==> config.mk <==
export PLATFORM = sky130hd
export DESIGN_NAME = lesq_front
export DESIGN_NICKNAME = d
export VERILOG_FILES = /design/src/rtl/core/lesq_pkg.sv /design/src/rtl/core/lesq_front.sv
export SDC_FILE = /design/constraint.sdc
export NUM_CORES = 1
export LEC_CHECK = 0
export ABC_AREA = 1
export BUFFER_PORTS_ARGS = -buffer_cell sky130_fd_sc_hd__buf_4
export CAP_MARGIN = 15
export CORE_ASPECT_RATIO = 2
export CORE_MARGIN = 2
export CORE_UTILIZATION = 39
export CTS_CLUSTER_DIAMETER = 40
export DETAILED_ROUTE_END_ITERATION = 7
export HOLD_SLACK_MARGIN = 0.03
export PLACE_DENSITY_LB_ADDON = 0.2
export SLEW_MARGIN = 10
export SYNTH_ARGS = -nofsm -noshare
export SYNTH_HDL_FRONTEND = slang
export SYNTH_SLANG_ARGS = --single-unit
==> constraint.sdc <==
create_clock -name i_clk -period 2.8 [get_ports i_clk]
set_input_delay 0.14 -clock i_clk [delete_from_list [all_inputs] [get_ports i_clk]]
set_output_delay 0.14 -clock i_clk [all_outputs]
set_load 0.03 [all_outputs]
==> src/rtl/core/lesq_pkg.sv <==
// shared types and constants for the largest empty square scan
package lesq_pkg;

    localparam int MAX_COLS = 1024;
    localparam int MAX_ROWS = 1024;
    localparam int COL_W    = $clog2(MAX_COLS);
    localparam int ROW_W    = $clog2(MAX_ROWS);
    localparam int SIZE_W   = 11;
    localparam int CHAR_W   = 8;
    localparam int CFG_W    = 11;
    localparam int IDX_W    = 2;
    localparam int QUEUE_DEPTH = 4;
    localparam int QPTR_W      = $clog2(QUEUE_DEPTH);

    localparam logic [IDX_W-1:0] REG_OBSTACLE_CODE = 2'd0;
    localparam logic [IDX_W-1:0] REG_ROW_WIDTH     = 2'd1;
    localparam logic [IDX_W-1:0] REG_ROW_COUNT     = 2'd2;

    localparam logic [CFG_W-1:0] MAX_COLS_V = CFG_W'(MAX_COLS);
    localparam logic [CFG_W-1:0] MAX_ROWS_V = CFG_W'(MAX_ROWS);

    typedef struct packed {
        logic [CHAR_W-1:0] obstacle_code;
        logic [CFG_W-1:0]  row_width;
        logic [CFG_W-1:0]  row_count;
    } t_cfg;

    typedef struct packed {
        logic             free;
        logic             edge_cell;
        logic             end_of_row;
        logic             end_of_map;
        logic [ROW_W-1:0] row;
        logic [COL_W-1:0] col;
    } t_item;

    function automatic logic [CFG_W-1:0] limit_size(input logic [CFG_W-1:0] v,
                                                    input logic [CFG_W-1:0] top);
        logic [CFG_W-1:0] r;
        if (v == '0) begin
            r = CFG_W'(1);
        end else if (v > top) begin
            r = top;
        end else begin
            r = v;
        end
        return r;
    endfunction

endpackage

==> src/rtl/core/lesq_front.sv <==
// front end: accepts map cells, tracks position and classifies each cell
module lesq_front
    import lesq_pkg::*;
(
    input  logic              i_clk,
    input  logic              i_rst_n,
    input  logic              i_restart,
    input  t_cfg              i_cfg,
    input  logic              i_valid,
    output logic              o_ready,
    input  logic [CHAR_W-1:0] i_cell_char,
    input  logic              i_queue_full,
    output logic              o_push,
    output t_item             o_item
);

    logic [COL_W-1:0] r_col, n_col;
    logic [ROW_W-1:0] r_row, n_row;
    logic [CFG_W-1:0] width_lim;
    logic [CFG_W-1:0] rows_lim;
    logic             last_col;
    logic             last_row;
    logic             take;

    assign width_lim = limit_size(i_cfg.row_width, MAX_COLS_V);
    assign rows_lim  = limit_size(i_cfg.row_count, MAX_ROWS_V);
    assign last_col  = ({1'b0, r_col} + CFG_W'(1)) >= width_lim;
    assign last_row  = ({1'b0, r_row} + CFG_W'(1)) >= rows_lim;

    assign o_ready = !i_queue_full;
    assign take    = i_valid && o_ready;
    assign o_push  = take;

    always_comb begin
        o_item.free       = i_cell_char != i_cfg.obstacle_code;
        o_item.edge_cell  = (r_row == '0) || (r_col == '0);
        o_item.end_of_row = last_col;
        o_item.end_of_map = last_col && last_row;
        o_item.row        = r_row;
        o_item.col        = r_col;
    end

    always_comb begin
        n_col = r_col;
        n_row = r_row;
        if (take) begin
            if (last_col) begin
                n_col = '0;
                n_row = last_row ? '0 : r_row + ROW_W'(1);
            end else begin
                n_col = r_col + COL_W'(1);
            end
        end
    end

    always_ff @(posedge i_clk) begin
        if (!i_rst_n || i_restart) begin
            r_col <= '0;
            r_row <= '0;
        end else begin
            r_col <= n_col;
            r_row <= n_row;
        end
    end

endmodule

# Word level (Yosys, flattened, before mapping)
# Index checks and enable logic that the tools add are counted.
# Widths: inputs -> output; s select.
# totals
regBits	20
latch_bits	0
mem_bits_rw	0
rom_bits	0
in_bits	43
output_inout_bits	26
wordCells	28
n_memories	0
# classes
addsub	4
n_mul	0
n_div	0
magnitude_cmp	4
eq_ne	1
shift	0
mux	6
bitwise	0
n_reduce_logical	11
# ops
operator	count
$mux 11	4
$add 10x1->11 const B	2
$ge 11x11->1	2
$gt 11x11->1 const B	2
$logic_not 11->1	2
$add 10x1->10 const B	2
$logic_not 10->1	2
$mux 10	2
$ne 8x8->1	1
$logic_and 1x1->1	2
$logic_not 1->1	2
$logic_or 1x1->1	2
$reduce_and 2->1	1

# Longest topological paths before layout
# logic_depth
word_depth	5
mapped_depth	19
mapped_depth_nobuf	18

# Worst setup path before layout
# OpenSTA, ideal clock, no wires.
# synth_timing
path_type	register -> output
from	register r_col[0]
to	output port o_item[20] (netlist bit)
t_arrival_ns	2.654
setup_slack_ns	0.006
path_stages_with_launch	14
path_buffers	0
cell_sequence	dfxtp_1 -> ha_1 -> nand3_1 -> nor2_1 -> inv_1 -> o21ai_1 -> inv_1 -> ha_1 -> nand2_1 -> nor2_4 -> nand2_1 -> o21ai_0 -> nor2_1 -> a21oi_1
# synth_rtl
element	line_no	text
start: declaration	lesq_front.sv:17	logic [COL_W-1:0] r_col, n_col;
start signal: assignment	lesq_front.sv:61	r_col <= n_col;
end: declaration	lesq_front.sv:14	output t_item o_item

==> reports/qor.txt <==
Hold slack: 278 ps
Initial antenna violation count: 0
Synth unique cells: 32
Share of layout cells above drive strength 1: 28.8%
VDD IR-drop max: 221 µV
Crit path required time: 2660 ps
Layout Nets: 497
Final period utilization: 96.0%
Area after DPL: 2740 µm²
CTS Buf Count: 3
Critical Path Fanout Max: 4
Hold path startpoint: i_restart
Clock skew: 5.17 ps
DRT Wirelength: 6580 µm
Design area: 2970 µm²
Top FF cell, synth: dfxtp_1
Number of global-route vias before repair: 2,384
Slew of the pin with the lowest slew margin: 570 ps
Max cap viols: 0
Yosys reg bits: 20
FFs w/ async S/R, synth: 0%
Post-Synthesis Cell Area: 2150 µm²
Crit-path cells: nand2_2, nor3_4, nand2_2, buf_4, xor2_1, ha_1, nand2_1, nor2_1, nand2_1, o21ai_2, nor2_2, a21oi_2, buf_6
PwrDens: 266 nW/µm²
Final ANT Viol Nets: 0
Detailed Routing Iterations Pass 1: 4
Worst setup SP type: flip-flop
TritonCTS clock tree: built
Total track usage: 20.6%
Setup violators final: 0
Layout area overhead: 38.0%
# clock sinks: 20
DP HPWL: 5580 µm
Mapped Avg Cell Area: 6.15 µm²
Cells after synthesis: 350
Die height: 109 µm
Slew HR: 61.9%
Worst hold endpoint: r_col[7]
Final hold vios: 0
Post-DR vias/cell: 5.10
Die area: 6170 µm²
CP top delay family: simple AND/OR/NAND/NOR gates
Root buf cell: clkbuf_8
Largest net degree at the start of global routing: 15
R2R Setup Slk: 270 ps
Fin util: 55.3%
Fillers: 564
Worst reg-to-reg path cell count: 18
Fmax achieved: 0.372 GHz
Outcome: completed
Crit path kind: reg -> out
CP peak stage delay: 380 ps
Global-route wire length before repair: 9920 µm
Vias: 2,486
I/O pins: 69
Htree depth: 1
Final Slew Violations: 0
Cell Rows: 38
Core area: 5370 µm²
# hold bufs at CTS: 0
Worst r2r src: r_col[0]
WP data arrival: 2550 ps
Ys Warns: 0
Clk_lat worst skew: 270 ps
Die W: 56.5 µm
Crit-path slowest cell: dfxtp_4
RePlAce Congestion: 0.860
Leakage: 0.00156 µW
Post-layout min period: 2690 ps
Grt ovf: 0
Initial Util: 40.1%
CTS Buffer Depth: 2
Worst hold path cell count: 4
Post-synth EDFFs: 0
Buf/Inv on CP: 2
WL/cell: 13.5 µm
Number of remaining DRC errors: 0
N_diodes: 0
Syn Nets: 419
Min-delay worst type: in -> reg
Port Buffers: 68
Register area share after synthesis: 18.6%
Crit end category: primary output
Initial DRC count: 36
CTS clk-pin slew, worst paths: 80 ps
PnR Total Power: 791 µW
R2R Path End: r_col[9]
==> per-layer routing <==
layer / GRT usage, % / wire length (µm)
met5: 0 / 0
met4: 10.9 / 272
met3: 1.07 / 151
met2: 46.8 / 4090
met1: 15.7 / 2070
==> stage by stage <==
stage	std cells	worst slack (ps)	setup TNS, ps
floorplan	350	5.92	0
global placement	477	18.9	0
detailed placement	477	-15.9	-15.9
CTS	483	9.87	0
global route	487	-51.6	-51.6
finish	487	112	0
==> worst max-delay path by stage <==
stage             start         end  slack (ps)  depth (start not counted)
4_1_cts        r_row[2]  o_item[20]          10                         12
2_1_floorplan  r_col[0]  o_item[20]           6                         13
3_5_place_dp   r_col[0]  o_item[20]         -20                         14
6_report       r_col[1]  o_item[20]         110                         13
3_3_place_gp   r_col[0]  o_item[20]          20                         14
5_1_grt        r_col[1]  o_item[20]         -50                         14
==> logic make-up after synthesis <==
kind of cell               synth area share (%)
AOI/OAI and AO/OA                          9.06
xor gates and xnor gates                   5.69
adders and majority gates                  15.1
buffers and inverters                      11.3
DFF                                        18.6
and+or+nand+nor                            40.3
==> tightest hold or removal path: stages <==
cell and delay (ps):
buf_4 80, nor2_1 120, o21ai_0 110, a21oi_1 40
==> state kept, by name, summed over array words and instances, names as in the netlist <==
signal	cells
r_row	10
r_col	10
==> area by class of cell <==
type | instances | area [µm²] | share of cell area, %
clock buffers | 3 | 41.3 | 1.39
clock inverters | 1 | 30.0 | 1.01
flip-flops and latches | 20 | 420 | 14.1
repair buffers | 80 | 604 | 20.3
multi-input cells | 270 | 1600 | 53.8
well taps | 60 | 75.1 | 2.53
inverters | 53 | 203 | 6.82
==> synth_stat cells, drive strengths merged, types with 3 or more instances <==
cell / count / share of area [%]
nand2: 99 / 18
or2: 3 / 0.87
a21oi: 13 / 3.0
dfxtp: 20 / 19
ha: 26 / 15
nor2: 40 / 7.8
buf: 5 / 1.7
xor2: 12 / 4.9
nor4: 3 / 1.5
nand3: 37 / 8.8
nor3: 3 / 0.93
nand4: 5 / 1.5
inv: 52 / 9.1
o21ai: 20 / 4.6
==> report_power, final <==
group          internal, µW  switching [µW]  total (µW)
sequential              285            5.48         291
combinational          92.2             114         207
clock                   191             102         294
total                   569             222         791
==> layout by cell type (no fill, tap or decap), types with 3 or more instances in the layout <==
cell type and count:
clkbuf_8 3, xor2_1 12, nand3_2 3, nor2_1 34, nand2_2 8, nand3_1 34, buf_4 79, o21ai_0 8
o21ai_1 10, dfxtp_1 12, dfxtp_2 4, inv_1 48, ha_1 24, nand4_1 5, inv_2 3, nand2_1 91
nor2_4 4, a21oi_1 12, dfxtp_4 4
==> timing repair <==
action | 4_1_cts | 5_1_grt
pin swaps | 2 | 4
resized for setup | 11 | 25
setup buffers | 2 | 4
endpoints found under the setup margin | 9 | 20
(Power assumes the default switching activity.)
