### src/rtl/core/lesq_pkg.sv
// shared types and constants for the largest empty square scan
package lesq_pkg;

    localparam int MAX_COLS = 1024;
    localparam int MAX_ROWS = 1024;
    localparam int COL_W    = $clog2(MAX_COLS);
    localparam int ROW_W    = $clog2(MAX_ROWS);
    localparam int SIZE_W   = 11;
    localparam int CHAR_W   = 8;
    localparam int CFG_W    = 11;
    localparam int IDX_W    = 2;
    localparam int QUEUE_DEPTH = 4;
    localparam int QPTR_W      = $clog2(QUEUE_DEPTH);

    localparam logic [IDX_W-1:0] REG_OBSTACLE_CODE = 2'd0;
    localparam logic [IDX_W-1:0] REG_ROW_WIDTH     = 2'd1;
    localparam logic [IDX_W-1:0] REG_ROW_COUNT     = 2'd2;

    localparam logic [CFG_W-1:0] MAX_COLS_V = CFG_W'(MAX_COLS);
    localparam logic [CFG_W-1:0] MAX_ROWS_V = CFG_W'(MAX_ROWS);

    typedef struct packed {
        logic [CHAR_W-1:0] obstacle_code;
        logic [CFG_W-1:0]  row_width;
        logic [CFG_W-1:0]  row_count;
    } t_cfg;

    typedef struct packed {
        logic             free;
        logic             edge_cell;
        logic             end_of_row;
        logic             end_of_map;
        logic [ROW_W-1:0] row;
        logic [COL_W-1:0] col;
    } t_item;

    function automatic logic [CFG_W-1:0] limit_size(input logic [CFG_W-1:0] v,
                                                    input logic [CFG_W-1:0] top);
        logic [CFG_W-1:0] r;
        if (v == '0) begin
            r = CFG_W'(1);
        end else if (v > top) begin
            r = top;
        end else begin
            r = v;
        end
        return r;
    endfunction

endpackage

### src/rtl/core/lesq_queue.sv
// short request queue between the front end and the score unit
module lesq_queue
    import lesq_pkg::*;
(
    input  logic  i_clk,
    input  logic  i_rst_n,
    input  logic  i_push,
    input  t_item i_item,
    output logic  o_full,
    input  logic  i_pop,
    output logic  o_nonempty,
    output t_item o_head
);

    t_item             r_store [QUEUE_DEPTH];
    logic [QPTR_W-1:0] r_wr_ptr;
    logic [QPTR_W-1:0] r_rd_ptr;
    logic [QPTR_W:0]   r_count;

    assign o_full     = r_count == (QPTR_W+1)'(QUEUE_DEPTH);
    assign o_nonempty = r_count != '0;
    assign o_head     = r_store[r_rd_ptr];

    always_ff @(posedge i_clk) begin
        if (i_push) begin
            r_store[r_wr_ptr] <= i_item;
        end
    end

    always_ff @(posedge i_clk) begin
        if (!i_rst_n) begin
            r_wr_ptr <= '0;
            r_rd_ptr <= '0;
            r_count  <= '0;
        end else begin
            if (i_push) begin
                r_wr_ptr <= r_wr_ptr + QPTR_W'(1);
            end
            if (i_pop) begin
                r_rd_ptr <= r_rd_ptr + QPTR_W'(1);
            end
            if (i_push && !i_pop) begin
                r_count <= r_count + (QPTR_W+1)'(1);
            end else if (!i_push && i_pop) begin
                r_count <= r_count - (QPTR_W+1)'(1);
            end
        end
    end

endmodule

### config.mk
export PLATFORM = sky130hd
export DESIGN_NAME = lesq_queue
export DESIGN_NICKNAME = d
export VERILOG_FILES = /design/src/rtl/core/lesq_pkg.sv /design/src/rtl/core/lesq_queue.sv
export SDC_FILE = /design/constraint.sdc
export NUM_CORES = 1
export LEC_CHECK = 0
export BUFFER_PORTS_ARGS = -buffer_cell sky130_fd_sc_hd__buf_2
export CAP_MARGIN = 10
export CORE_MARGIN = 2
export CORE_UTILIZATION = 23
export DETAILED_ROUTE_END_ITERATION = 8
export GPL_ROUTABILITY_DRIVEN = 0
export GPL_TIMING_DRIVEN = 0
export HOLD_SLACK_MARGIN = 0.08
export PLACE_DENSITY = 0.5
export SLEW_MARGIN = 15
export SYNTH_ARGS = -nofsm -noshare
export SYNTH_HDL_FRONTEND = slang
export SYNTH_SLANG_ARGS = --single-unit
### constraint.sdc
create_clock -name i_clk -period 1.5 [get_ports i_clk]
set_input_delay 0 -clock i_clk [delete_from_list [all_inputs] [get_ports i_clk]]
set_output_delay 0 -clock i_clk [all_outputs]
set_load 0.01 [all_outputs]
* After elaboration in Yosys (flattened, before gate mapping)
Memories as Yosys holds them, arrays and structs flattened. A register that Yosys moved wholly into a read port is not among the register bits.
Index checks and enable logic that the tools add are counted.
Widths: inputs -> output; s select.
** Operators by class
- Add/sub/neg operators :: 4
- $mul :: 0
- Divide/modulo/power cells :: 0
- $lt $le $gt $ge :: 0
- Eq/ne operators :: 1
- Shift operators :: 0
- Muxes and demuxes :: 6
- Bitwise operators :: 0
- Reduce and logical (&&, ||, !) cells :: 6
** Operators by type and width (count)
- $mux 3 :: 2
- $add 2x1->2 const B :: 2
- $mux 2 :: 2
- $add 3x1->3 const B :: 1
- $eq 3x3->1 const B :: 1
- $reduce_bool 3->1 :: 1
- $sub 3x1->3 const B :: 1
- $logic_and 1x1->1 :: 2
- $logic_not 1->1 :: 2
- $mux 1 :: 2
- $reduce_bool 2->1 :: 1
** Word-level totals
- Flip-flop bits (word level) :: 7
- Bits in latches :: 0
- Memory bits (writable) :: 96
- Bits in read-only memories :: 0
- Input port bits :: 28
- Output and inout bits :: 26
- Logic and storage cells :: 21
- Memories kept :: 1
** Memories
- r_store :: depth 4, bits a word 24, read ports 1, clocked after memory_dff 1, write ports 1, RTL line lesq_queue.sv:15 : t_item r_store [QUEUE_DEPTH];

* Depth between registers and ports, before layout
Gate-level depths: netlist of the first run.
- Word-level depth :: 4
- Gate-level depth with buffers :: 7
- Depth with buffers taken out :: 7

* Worst setup path before layout of the first run
Ideal clock, no wire load.
- Kind :: register to register
- Start :: register r_wr_ptr[0]
- End :: memory r_store[2][0] in the netlist's numbering (enable)
- Setup time :: 0.383 ns
- Arrival time :: 1.151 ns
- Required time :: 1.117 ns
- Setup slack :: -0.034 ns
- Cell stages (with the launch flop) :: 4
- Buffers on the path :: 0
- Clock period less this slack :: 1.534 ns
- Cell sequence :: dfxtp_1 > inv_1 > ha_1 > and2_1
** RTL lines
- start: declaration :: RTL line lesq_queue.sv:16 : logic [QPTR_W-1:0] r_wr_ptr;
- start signal: assignment :: RTL line lesq_queue.sv:37 : r_wr_ptr <= r_wr_ptr + QPTR_W'(1);
- end: declaration :: RTL line lesq_queue.sv:15
Straight into the memory's write port.

==> results of run 1 <==
==> cell usage in the layout (no fill, tap or decap) <==
cell           netlist  final
o21ai_0              1      1
clkinv_2             0      2
buf_6                1     18
mux4_2              20     24
nor3b_1              1      1
dfxtp_1              9      6
dfxtp_2              0      2
xnor2_1              2      2
dlygate4sd3_1        0     29
and2_4               0      4
edfxtp_1            96     96
and2_1               9      5
nor2b_1              2      2
ha_1                 5      5
dfxtp_4              0      1
clkbuf_16            0     10
buf_16               0      1
buf_4                0      5
buf_2                2     35
clkinvlp_4           0      2
nand2_1              1      1
buf_12               2      3
inv_8                0      1
or3_1                2      2
inv_6                0      2
mux2i_1              2      2
xor2_1               3      3
fa_2                 0      1
inv_1                4      4
a21boi_1             0      1
==> synthesized netlist by cell type, types with 3 or more instances <==
cell type	number	area, um^2
ha_1	5	62.6
inv_1	4	15.0
mux4_1	4	105
mux4_2	20	450
and2_1	9	56.3
edfxtp_1	96	2880
xor2_1	3	26.3
dfxtp_1	9	180
==> metrics by stage <==
| step | worst slack [ps] | instance area [um^2] | setup TNS (ps) | power, uW | cells |
|---|---|---|---|---|---|
| global route | -210 | 5260 | -4160 | 6800 | 491 |
| global placement | -95.6 | 4500 | -7760 | 4150 | 442 |
| finish | -142 | 5260 | -2740 | 6530 | 491 |
| detailed placement | -119 | 4500 | -8540 | 4170 | 442 |
| floorplan | 74.3 | 3960 | 0 | 3880 | 169 |
| CTS | -196 | 5170 | -3720 | 6560 | 489 |
==> cell type report <==
type / instances / area [um^2]
fillers: 1654 / 11400
repair buffers: 87 / 743
multi-input cells: 54 / 805
flip-flops and latches: 105 / 3070
clock inverters: 7 / 53.8
plain buffers: 5 / 75.1
well taps: 220 / 275
inverters: 4 / 15.0
clock buffers: 9 / 225
==> what timing repair did <==
| item | CTS | global route |
|---|---|---|
| buffers inserted | 2 | 1 |
| pin swaps | 0 | 1 |
| gates cloned | 1 | 1 |
| endpoints found under the setup margin | 121 | 25 |
| hold endpoints to repair | 105 | 0 |
| hold buffers | 29 | 0 |
| gates resized for setup | 24 | 15 |
==> registers in the layout (all words and copies together), names as in the netlist, named ones only <==
| register | flops |
|---|---|
| r_rd_ptr | 2 |
| r_count | 3 |
| r_store | 96 |
| r_wr_ptr | 2 |
==> power by group through the flow <==
stage | Combinational [uW] | Sequential [uW] | Clock, uW
CTS | 860 | 3410 | 2290
global placement | 694 | 3460 | 0
floorplan | 432 | 3450 | 0
detailed placement | 703 | 3470 | 0
finish | 905 | 3410 | 2220
global route | 983 | 3420 | 2400
==> logic make-up after synthesis <==
kind of cell             synth area share
XOR/XNOR                           0.0111
buffers and inverters              0.0203
AND/OR/NAND/NOR                    0.0234
flip-flops                          0.775
adder cells (fa/ha/maj)            0.0209
multiplexers                        0.146
AO/OA/AOI/OAI                     0.00317
==> how the worst max path moves through the flow <==
| stage | from | end | slack, ps | cells past startpoint |
|---|---|---|---|---|
| floorplan | r_count[0]$_SDFFE_PN0P_ | r_count[2]$_SDFFE_PN0P_ | 70 | 4 |
| global placement | r_wr_ptr[0]$_SDFFE_PN0P_ | r_store[0][9]$_DFFE_PP_ | -100 | 3 |
| detailed placement | r_wr_ptr[0]$_SDFFE_PN0P_ | r_store[0][6]$_DFFE_PP_ | -120 | 3 |
| CTS | register | o_head[13] | -200 | 4 |
| global route | register | o_head[7] | -210 | 4 |
| finish | register | o_head[7] | -140 | 4 |
==> metal layers <==
metal	vias up	global-route usage	share of wire	wire, um
li1	878	-	-	-
met1	939	0.104	0.46	3430
met2	42	0.131	0.47	3500
met3	11	0.0364	0.052	383
met4	0	0.0313	0.015	112
met5	-	0	0	0
==> worst max-delay path: stages (launching register included) <==
cell and delay (ps):
dfxtp_2 340, buf_12 140, buf_12 140, mux4_2 530, buf_6 140
==> impl_metrics.csv, run 1 <==
group,metric,value,unit
min_path,hold_depth,5,
routing,vias,1870,
logic_synthesis,synth_warnings,0,
global_route,grt_pass1_wl,11000,um
sta,rsz0062_at_grt,"true",
floorplan,rows,47,
min_path,hold_path.class,"in2reg",
clocking,htree_levels,3,
floorplan,core-area,0.0167,mm^2
clocking,clock_path_buffers,2,
logic_synthesis,syn_nets,203,
clocking,root_buffer,"clkbuf_16",
power_and_ir_drop,p_clk_frac,0.339,
min_path,worstHoldStart,"i_pop",
sta,relSlewSlack,0.718,
clocking,numClockSinks,105,
logic_synthesis,yosysSeqAreaShare,0.775,
flow_run,drv_cap,0,
logic_synthesis,synth_edf_count,96,
power_and_ir_drop,combPwrFrac,0.139,
routing,drt_wl_total,7430,um
sta,finalHoldViolations,0,
critical_path,crit_required,1500,ps
power_and_ir_drop,pwr-share-seq,0.522,
routing,drt_iter0_drc,137,
final_layout,final_nets,300,
routing,dr.pass1.iters,4,
logic_synthesis,ys_types,21,
power_and_ir_drop,vdd_drop_max,0.497,mV
critical_path,cp_max_fo,7,
power_and_ir_drop,p_int,5010,uW
critical_path,critPathCaptureType,"output pin",
critical_path,worstSetupPathType,"reg2out",
final_layout,drive_gt1_frac,0.410,
final_layout,antenna_cells,0,
logic_synthesis,ys_seq_elements,105,
clocking,clkLatencyLatePin,340,ps
routing,ant_nets,0,
clocking,clk_pin_slew,70,ps
routing,vias_per_cell,3.81,
clocking,cts_tree,"yes",
sta,layout_setup_ws,-142,ps
placed_design,port-buffer-count,53,
final_layout,fin_util,0.315,
logic_synthesis,synth.avg_cell_area,23.4,um^2
sta,setup_viol,24,
clocking,cts_buffers,9,
critical_path,arrival,1640,ps
floorplan,io_pins,54,
sta,slew_viol_final,0,
power_and_ir_drop,leakage,0.00181,uW
critical_path,r2r_start,"r_count[0]$_SDFFE_PN0P_",
power_and_ir_drop,switchingPower,1520,uW
global_route,grt_overflow,0,
sta,fin_crit_sh,1.09,
logic_synthesis,syn_inst,169,
sta,max_freq,0.609,GHz
final_layout,area_growth,33.2,%
global_route,track_usage,0.0841,
power_and_ir_drop,sw_frac_of_total,0.232,
power_and_ir_drop,power_density,1240,mW/mm^2
critical_path,start_kind,"register",
logic_synthesis,syn_area,0.00395,mm^2
sta,final.setup_skew,6.00,ps
routing,routedWlPerCell,15.1,um
min_path,min_to,"r_count[1]$_SDFFE_PN0P_",
global_route,antenna_found_initial,0,
floorplan,die-area,0.0182,mm^2
global_route,grt_pass1_vias,1966,
logic_synthesis,synth_ff_type,"edfxtp_1",
critical_path,r2r_cells,4,
floorplan,die_h,135,um
sta,period_minus_slack,1640,ps
run_status,violations,"negative setup slack",
floorplan,start_util,0.237,
routing,remaining_drc_errors,0,
sta,fin_hold_ws,234,ps
critical_path,r2r_end,"r_count[2]$_SDFFE_PN0P_",
run_status,status,"complete, but fails checks",
global_route,grt_max_degree,25,
critical_path,rrSetupSlack,100,ps
sta,worst_pin_slew,422,ps
floorplan,die_w,135,um
placed_design,hpwl,4230,um
logic_synthesis,synthArstFlopShare,0,
Power figures use the tool's default switching activity.
==> run 2, diff against run 1 <==
ABC_AREA = 1   (was unset)
CORE_UTILIZATION = 51   (was 23)
PLACE_DENSITY = 0.85   (was 0.5)
==> impl_metrics.csv, run 2 <==
group,metric,value,unit
sta,rsz0062_at_grt,"true",
logic_synthesis,syn_inst,291,
clocking,root_buffer,"clkbuf_8",
logic_synthesis,synth_ff_type,"edfxtp_1",
critical_path,worstSetupPathType,"reg2out",
logic_synthesis,syn_area,0.00417,mm^2
logic_synthesis,synth_warnings,0,
routing,dr.pass1.iters,5,
routing,ant_nets,0,
final_layout,layout_common_cells,"edfxtp_1 (96), buf_2 (56), o21ai_0 (38)",
clocking,clkLatencyLatePin,360,ps
logic_synthesis,ys_seq_elements,105,
global_route,antenna_found_initial,0,
power_and_ir_drop,leakage,0.00196,uW
logic_synthesis,synth_edf_count,96,
final_layout,top_register,"r_store",
logic_synthesis,synth_most_common_cell,"edfxtp_1",
clocking,numClockSinks,105,
logic_synthesis,synth_top_area_share,0.691,
min_path,hold_path.class,"in2reg",
critical_path,cp_slowest_cell,"dfxtp_4",
min_path,worstHoldStart,"i_item[14]",
clocking,cts_buffers,9,
sta,relSlewSlack,0.761,
logic_synthesis,yosysSeqAreaShare,0.734,
sta,fin_crit_sh,0.992,
logic_synthesis,syn_nets,325,
flow_run,drv_cap,0,
global_route,track_usage,0.225,
global_route,grt_max_degree,17,
floorplan,die-area,0.00892,mm^2
power_and_ir_drop,power_density,1190,mW/mm^2
run_status,status,"completed",
logic_synthesis,yosys-top-cells-area,"edfxtp_1 (69%), o21ai_0 (6.0%), o22ai_2 (6.0%), dfxtp_1 (4.3%), nor2_1 (3.1%)",
routing,drt_wl_total,9530,um
critical_path,critPathCaptureType,"output pin",
floorplan,die_h,94.4,um
critical_path,crit_path_cell_trace,"inv_4, buf_8, buf_12, nor2_2, o22ai_2, buf_2",
sta,tns,0,ps
power_and_ir_drop,vdd_drop_max,0.628,mV
final_layout,fin_cells,506,
logic_synthesis,synthArstFlopShare,0,
sta,finalHoldViolations,0,
final_layout,area_growth,28.6,%
sta,period_minus_slack,1490,ps
clocking,clock_path_buffers,2,
routing,routedWlPerCell,18.8,um
critical_path,start_kind,"register",
final_layout,fin_util,0.687,
final_layout,top_regs,"r_store: 96 flops, r_count: 3 flops",
sta,setup_viol,0,
global_route,grt_overflow,0,
placed_design,dp.cells,446,
routing,vias,2774,
final_layout,final_nets,433,
clocking,clk_pin_slew,90,ps
critical_path,arrival,1490,ps
final_layout,final_common_cell,"edfxtp_1",
logic_synthesis,synth_top_area_cell,"edfxtp_1",
floorplan,core-area,0.00781,mm^2
critical_path,crit_required,1500,ps
logic_synthesis,synth.avg_cell_area,14.3,um^2
floorplan,start_util,0.534,
routing,remaining_drc_errors,0,
critical_path,cp_max_fo,10,
sta,worst_pin_slew,358,ps
final_layout,fillers,518,
floorplan,rows,32,
final_layout,multi_input_area,986,um^2
critical_path,r2r_start,"r_wr_ptr[0]$_SDFFE_PN0P_",
routing,drt_iter0_drc,269,
final_layout,antenna_cells,0,
final_layout,seq_area,0.00307,mm^2
final_layout,largest_reg_flops,96,
clocking,htree_levels,3,
global_route,grt_pass1_vias,2805,
clocking,cts_tree,"yes",
critical_path,cp_slowest_stage_delay,370,ps
final_layout,drive_gt1_frac,0.389,
sta,max_freq,0.672,GHz
floorplan,die_w,94.4,um
routing,vias_per_cell,5.48,
logic_synthesis,ys_top_cells_by_count,"edfxtp_1 (96), o21ai_0 (50), nor2_1 (34)",
sta,slew_viol_final,0,
placed_design,port-buffer-count,53,
floorplan,io_pins,54,
global_route,grt_pass1_wl,14400,um
placed_design,hpwl,4930,um
sta,final.setup_skew,8.31,ps
logic_synthesis,ys_types,21,
run 2: cell count changes in the layout (fill, tap and decap cells not counted), sizes merged, moves of 3 or more:
| cell | before | now |
|---|---|---|
| and2 | 9 | 0 |
| nand2 | 1 | 10 |
| mux4 | 24 | 0 |
| o22ai | 0 | 24 |
| buf | 62 | 78 |
| a21oi | 0 | 4 |
| o21ai | 1 | 54 |
| clkinvlp | 2 | 8 |
| nor2 | 0 | 54 |
| inv | 7 | 13 |
| bufinv | 0 | 4 |
| xor2 | 3 | 0 |
run 2: final timing paths:
path / end / slack [ps] / cells after the start
worst max register to register: r_store[3][17]$_DFFE_PP_ / 70 / 3
worst min register to register: register / 490 / 1
worst max-delay path: o_head[2] / 10 / 6
worst min-delay path: r_store[1][14]$_DFFE_PP_ / 390 / 2
run 2: area by class of cell:
class | count | area share
Sequential cell | 105 | 0.572
Multi-Input combinational cell | 155 | 0.184
Timing Repair Buffer | 93 | 0.126
Buffer | 14 | 0.0257
Clock inverter | 7 | 0.0247
Tap cell | 102 | 0.0238
Clock buffer | 9 | 0.0231
Inverter | 17 | 0.0152
Timing Repair inverter | 4 | 0.00560
run 2: what timing repair did:
action	in CTS	in global routing
buffers inserted	11	1
pin swaps	0	0
gates resized for setup	20	33
hold buffers	27	0
endpoints found under the setup margin	116	94
cloned	4	1
hold endpoints to repair	105	0
run 2: cell families after synthesis:
kind of cell	after synthesis	synth area share
compound gates	82	0.136
flops	105	0.734
simple gates	67	0.0735
buf+inv	31	0.0369
fa+ha+maj	6	0.0198
run 2: where the power goes:
part | switching [uW] | total, uW | leakage [uW] | internal [uW]
sequential | 52.3 | 3380 | 0.000957 | 3330
combinational | 494 | 864 | 0.000874 | 371
clock | 894 | 2160 | 0.000128 | 1260
total | 1440 | 6400 | 0.00196 | 4960
run 2: worst max-delay path: cells and delay by family (launching register included):
kind	cells	cell delay [ps]
buffers and inverters	4	530
DFF	1	370
AOI/OAI and AO/OA	1	180
and+or+nand+nor	1	40
run 2: metrics by stage:
step | hold WS [ps] | setup WS [ps] | total power (uW) | area (um^2)
floorplan | 98.9 | 51.7 | 3850 | 4170
global placement | 212 | -298 | 4100 | 4560
detailed placement | 216 | -344 | 4130 | 4560
CTS | 376 | 2.79 | 6350 | 5270
global route | 399 | -41.4 | 6600 | 5360
finish | 387 | 12.3 | 6400 | 5360
run 2: routing by layer:
metal / share of wire / global-route usage / vias to the layer above
li1: - / - / 1281
met3: 0.066 / 0.0383 / 35
met1: 0.37 / 0.268 / 1325
met4: 0.046 / 0.141 / 0
met5: 0 / 0 / -
met2: 0.51 / 0.380 / 133
==> run 3, diff against run 2 <==
CORE_MARGIN = 1.5   (was 2)
==> impl_metrics.csv, run 3 (synthesis results as in run 2) <==
group,metric,value,unit
global_route,track_usage,0.227,
final_layout,antenna_cells,0,
critical_path,arrival,1520,ps
critical_path,cp_max_fo,10,
critical_path,start_kind,"register",
routing,remaining_drc_errors,0,
placed_design,port-buffer-count,53,
critical_path,cp_slowest_stage_delay,390,ps
floorplan,die-area,0.00873,mm^2
power_and_ir_drop,p_int,4480,uW
sta,relSlewSlack,0.760,
clocking,cts_buffers,9,
final_layout,layout_common_cells,"edfxtp_1 (96), buf_2 (54), o21ai_0 (34)",
final_layout,fin_cells,508,
placed_design,dp.cells,446,
final_layout,fillers,530,
power_and_ir_drop,vdd_drop_max,0.611,mV
sta,max_freq,0.657,GHz
global_route,antenna_found_initial,0,
critical_path,crit_path_cell_trace,"inv_6, buf_2, o21ai_0, o22ai_2, buf_2",
clocking,numClockSinks,105,
min_path,hold_path.class,"in2reg",
power_and_ir_drop,combPwrFrac,0.149,
sta,worst_pin_slew,357,ps
routing,met1_length,3750,um
sta,layout_setup_ws,-22.7,ps
critical_path,critPathCaptureType,"output pin",
sta,period_minus_slack,1520,ps
clocking,clock_path_buffers,2,
routing,wl_met3,631,um
floorplan,die_h,93.4,um
flow_run,drv_cap,0,
sta,fin_crit_sh,1.02,
clocking,clkLatencyLatePin,370,ps
power_and_ir_drop,sw_frac_of_total,0.246,
critical_path,critPathMostFrequentCell,"buf_2",
routing,met2_length,5010,um
global_route,grt_max_degree,17,
floorplan,start_util,0.534,
power_and_ir_drop,leakage,0.00195,uW
routing,vias_per_cell,5.66,
global_route,grt_pass1_vias,2813,
floorplan,die_w,93.4,um
critical_path,crit_required,1500,ps
clocking,htree_levels,3,
critical_path,path_delay_family,"buffers and inverters",
routing,routedWlPerCell,19.3,um
sta,setup_viol,4,
global_route,grt_pass1_wl,14300,um
final_layout,area_growth,28.0,%
run_status,violations,"negative setup slack",
clocking,root_buffer,"clkbuf_8",
run_status,status,"complete, but fails checks",
sta,slew_viol_final,0,
sta,final.setup_skew,10.8,ps
global_route,grt_overflow,0,
power_and_ir_drop,pwr-share-seq,0.569,
power_and_ir_drop,p_total,5940,uW
routing,drt_iter0_drc,280,
floorplan,rows,32,
final_layout,drive_gt1_frac,0.374,
final_layout,largest_reg_flops,96,
clocking,cts_tree,"yes",
final_layout,final_nets,435,
critical_path,cp_slowest_cell,"dfxtp_4",
sta,rsz0062_at_grt,"true",
floorplan,io_pins,54,
critical_path,critPathBufInv,3,
power_and_ir_drop,switchingPower,1460,uW
final_layout,top_regs,"r_store: 96 flops, r_count: 3 flops",
routing,drt_wl_total,9790,um
power_and_ir_drop,power_density,1110,mW/mm^2
routing,vias,2875,
floorplan,core-area,0.00781,mm^2
routing,dr.pass1.iters,5,
final_layout,final_common_cell,"edfxtp_1",
placed_design,hpwl,4890,um
critical_path,worstSetupPathType,"reg2out",
sta,finalHoldViolations,0,
final_layout,top_register,"r_store",
power_and_ir_drop,p_clk_frac,0.282,
clocking,clk_pin_slew,90,ps
routing,ant_nets,0,
routing,dr.max_layer_used,"met4",
## run 3: final timing paths
kind | startpoint | endpoint | slack (ps) | depth (start not counted)
max | register | o_head[11] | -20 | 5
min | i_item[23] | r_store[0][23]$_DFFE_PP_ | 370 | 2
max reg2reg | r_wr_ptr[1]$_SDFFE_PN0P_ | r_store[1][5]$_DFFE_PP_ | 100 | 5
min reg2reg | r_rd_ptr[1]$_SDFFE_PN0P_ | register | 440 | 1
## run 3: power groups by stage
stage               Combinational [uW]  Sequential, uW  Clock [uW]
floorplan                          418            3430           0
global placement                   659            3440           0
detailed placement                 685            3440           0
CTS                                826            3370        1690
global route                       962            3390        1800
finish                             887            3380        1680
## run 3: stage by stage
stage               cell area, um^2  TNS (ps)  hold WS, ps   util  setup WS, ps
floorplan                      4170         0         98.9      -          51.7
CTS                            5230     -85.4          359  0.669         -34.7
finish                         5340     -31.2          374  0.684         -22.7
global placement               4560    -24010          210  0.585          -299
detailed placement             4560    -27990          215  0.585          -360
global route                   5340      -753          379  0.684         -65.1
## run 3: final cells by class
cell class              instances  area [um^2]  area share
flip-flops and latches        105         3070       0.575
multi-input cells             155          965       0.181
repair buffers                 95          733       0.137
plain buffers                  14          146      0.0274
clock buffers                  10          128      0.0239
well taps                     102          128      0.0239
inverters                      17         83.8      0.0157
clock inverters                 6         57.6      0.0108
repair inverters                4         30.0     0.00562
## run 3: repair_timing
item                       in CTS  in global routing
hold endpoints to repair      105                  0
resized for setup              25                 29
hold buffers                   27                  0
setup endpoints to repair     116                 62
buffers inserted               11                  2
pin swaps                       0                  2
gates cloned                    4                  2
## run 3: metal layers
metal	vias to the layer above	global-route usage
li1	1288	-
met1	1389	0.275
met2	161	0.366
met3	37	0.0480
met4	0	0.153
met5	-	0
## run 3: worst reg2reg max path: stages, from the launching register on
cell	delay [ps]
dfxtp_1	360
inv_1	90
ha_1	180
nand2_1	200
clkinvlp_4	150
buf_4	190
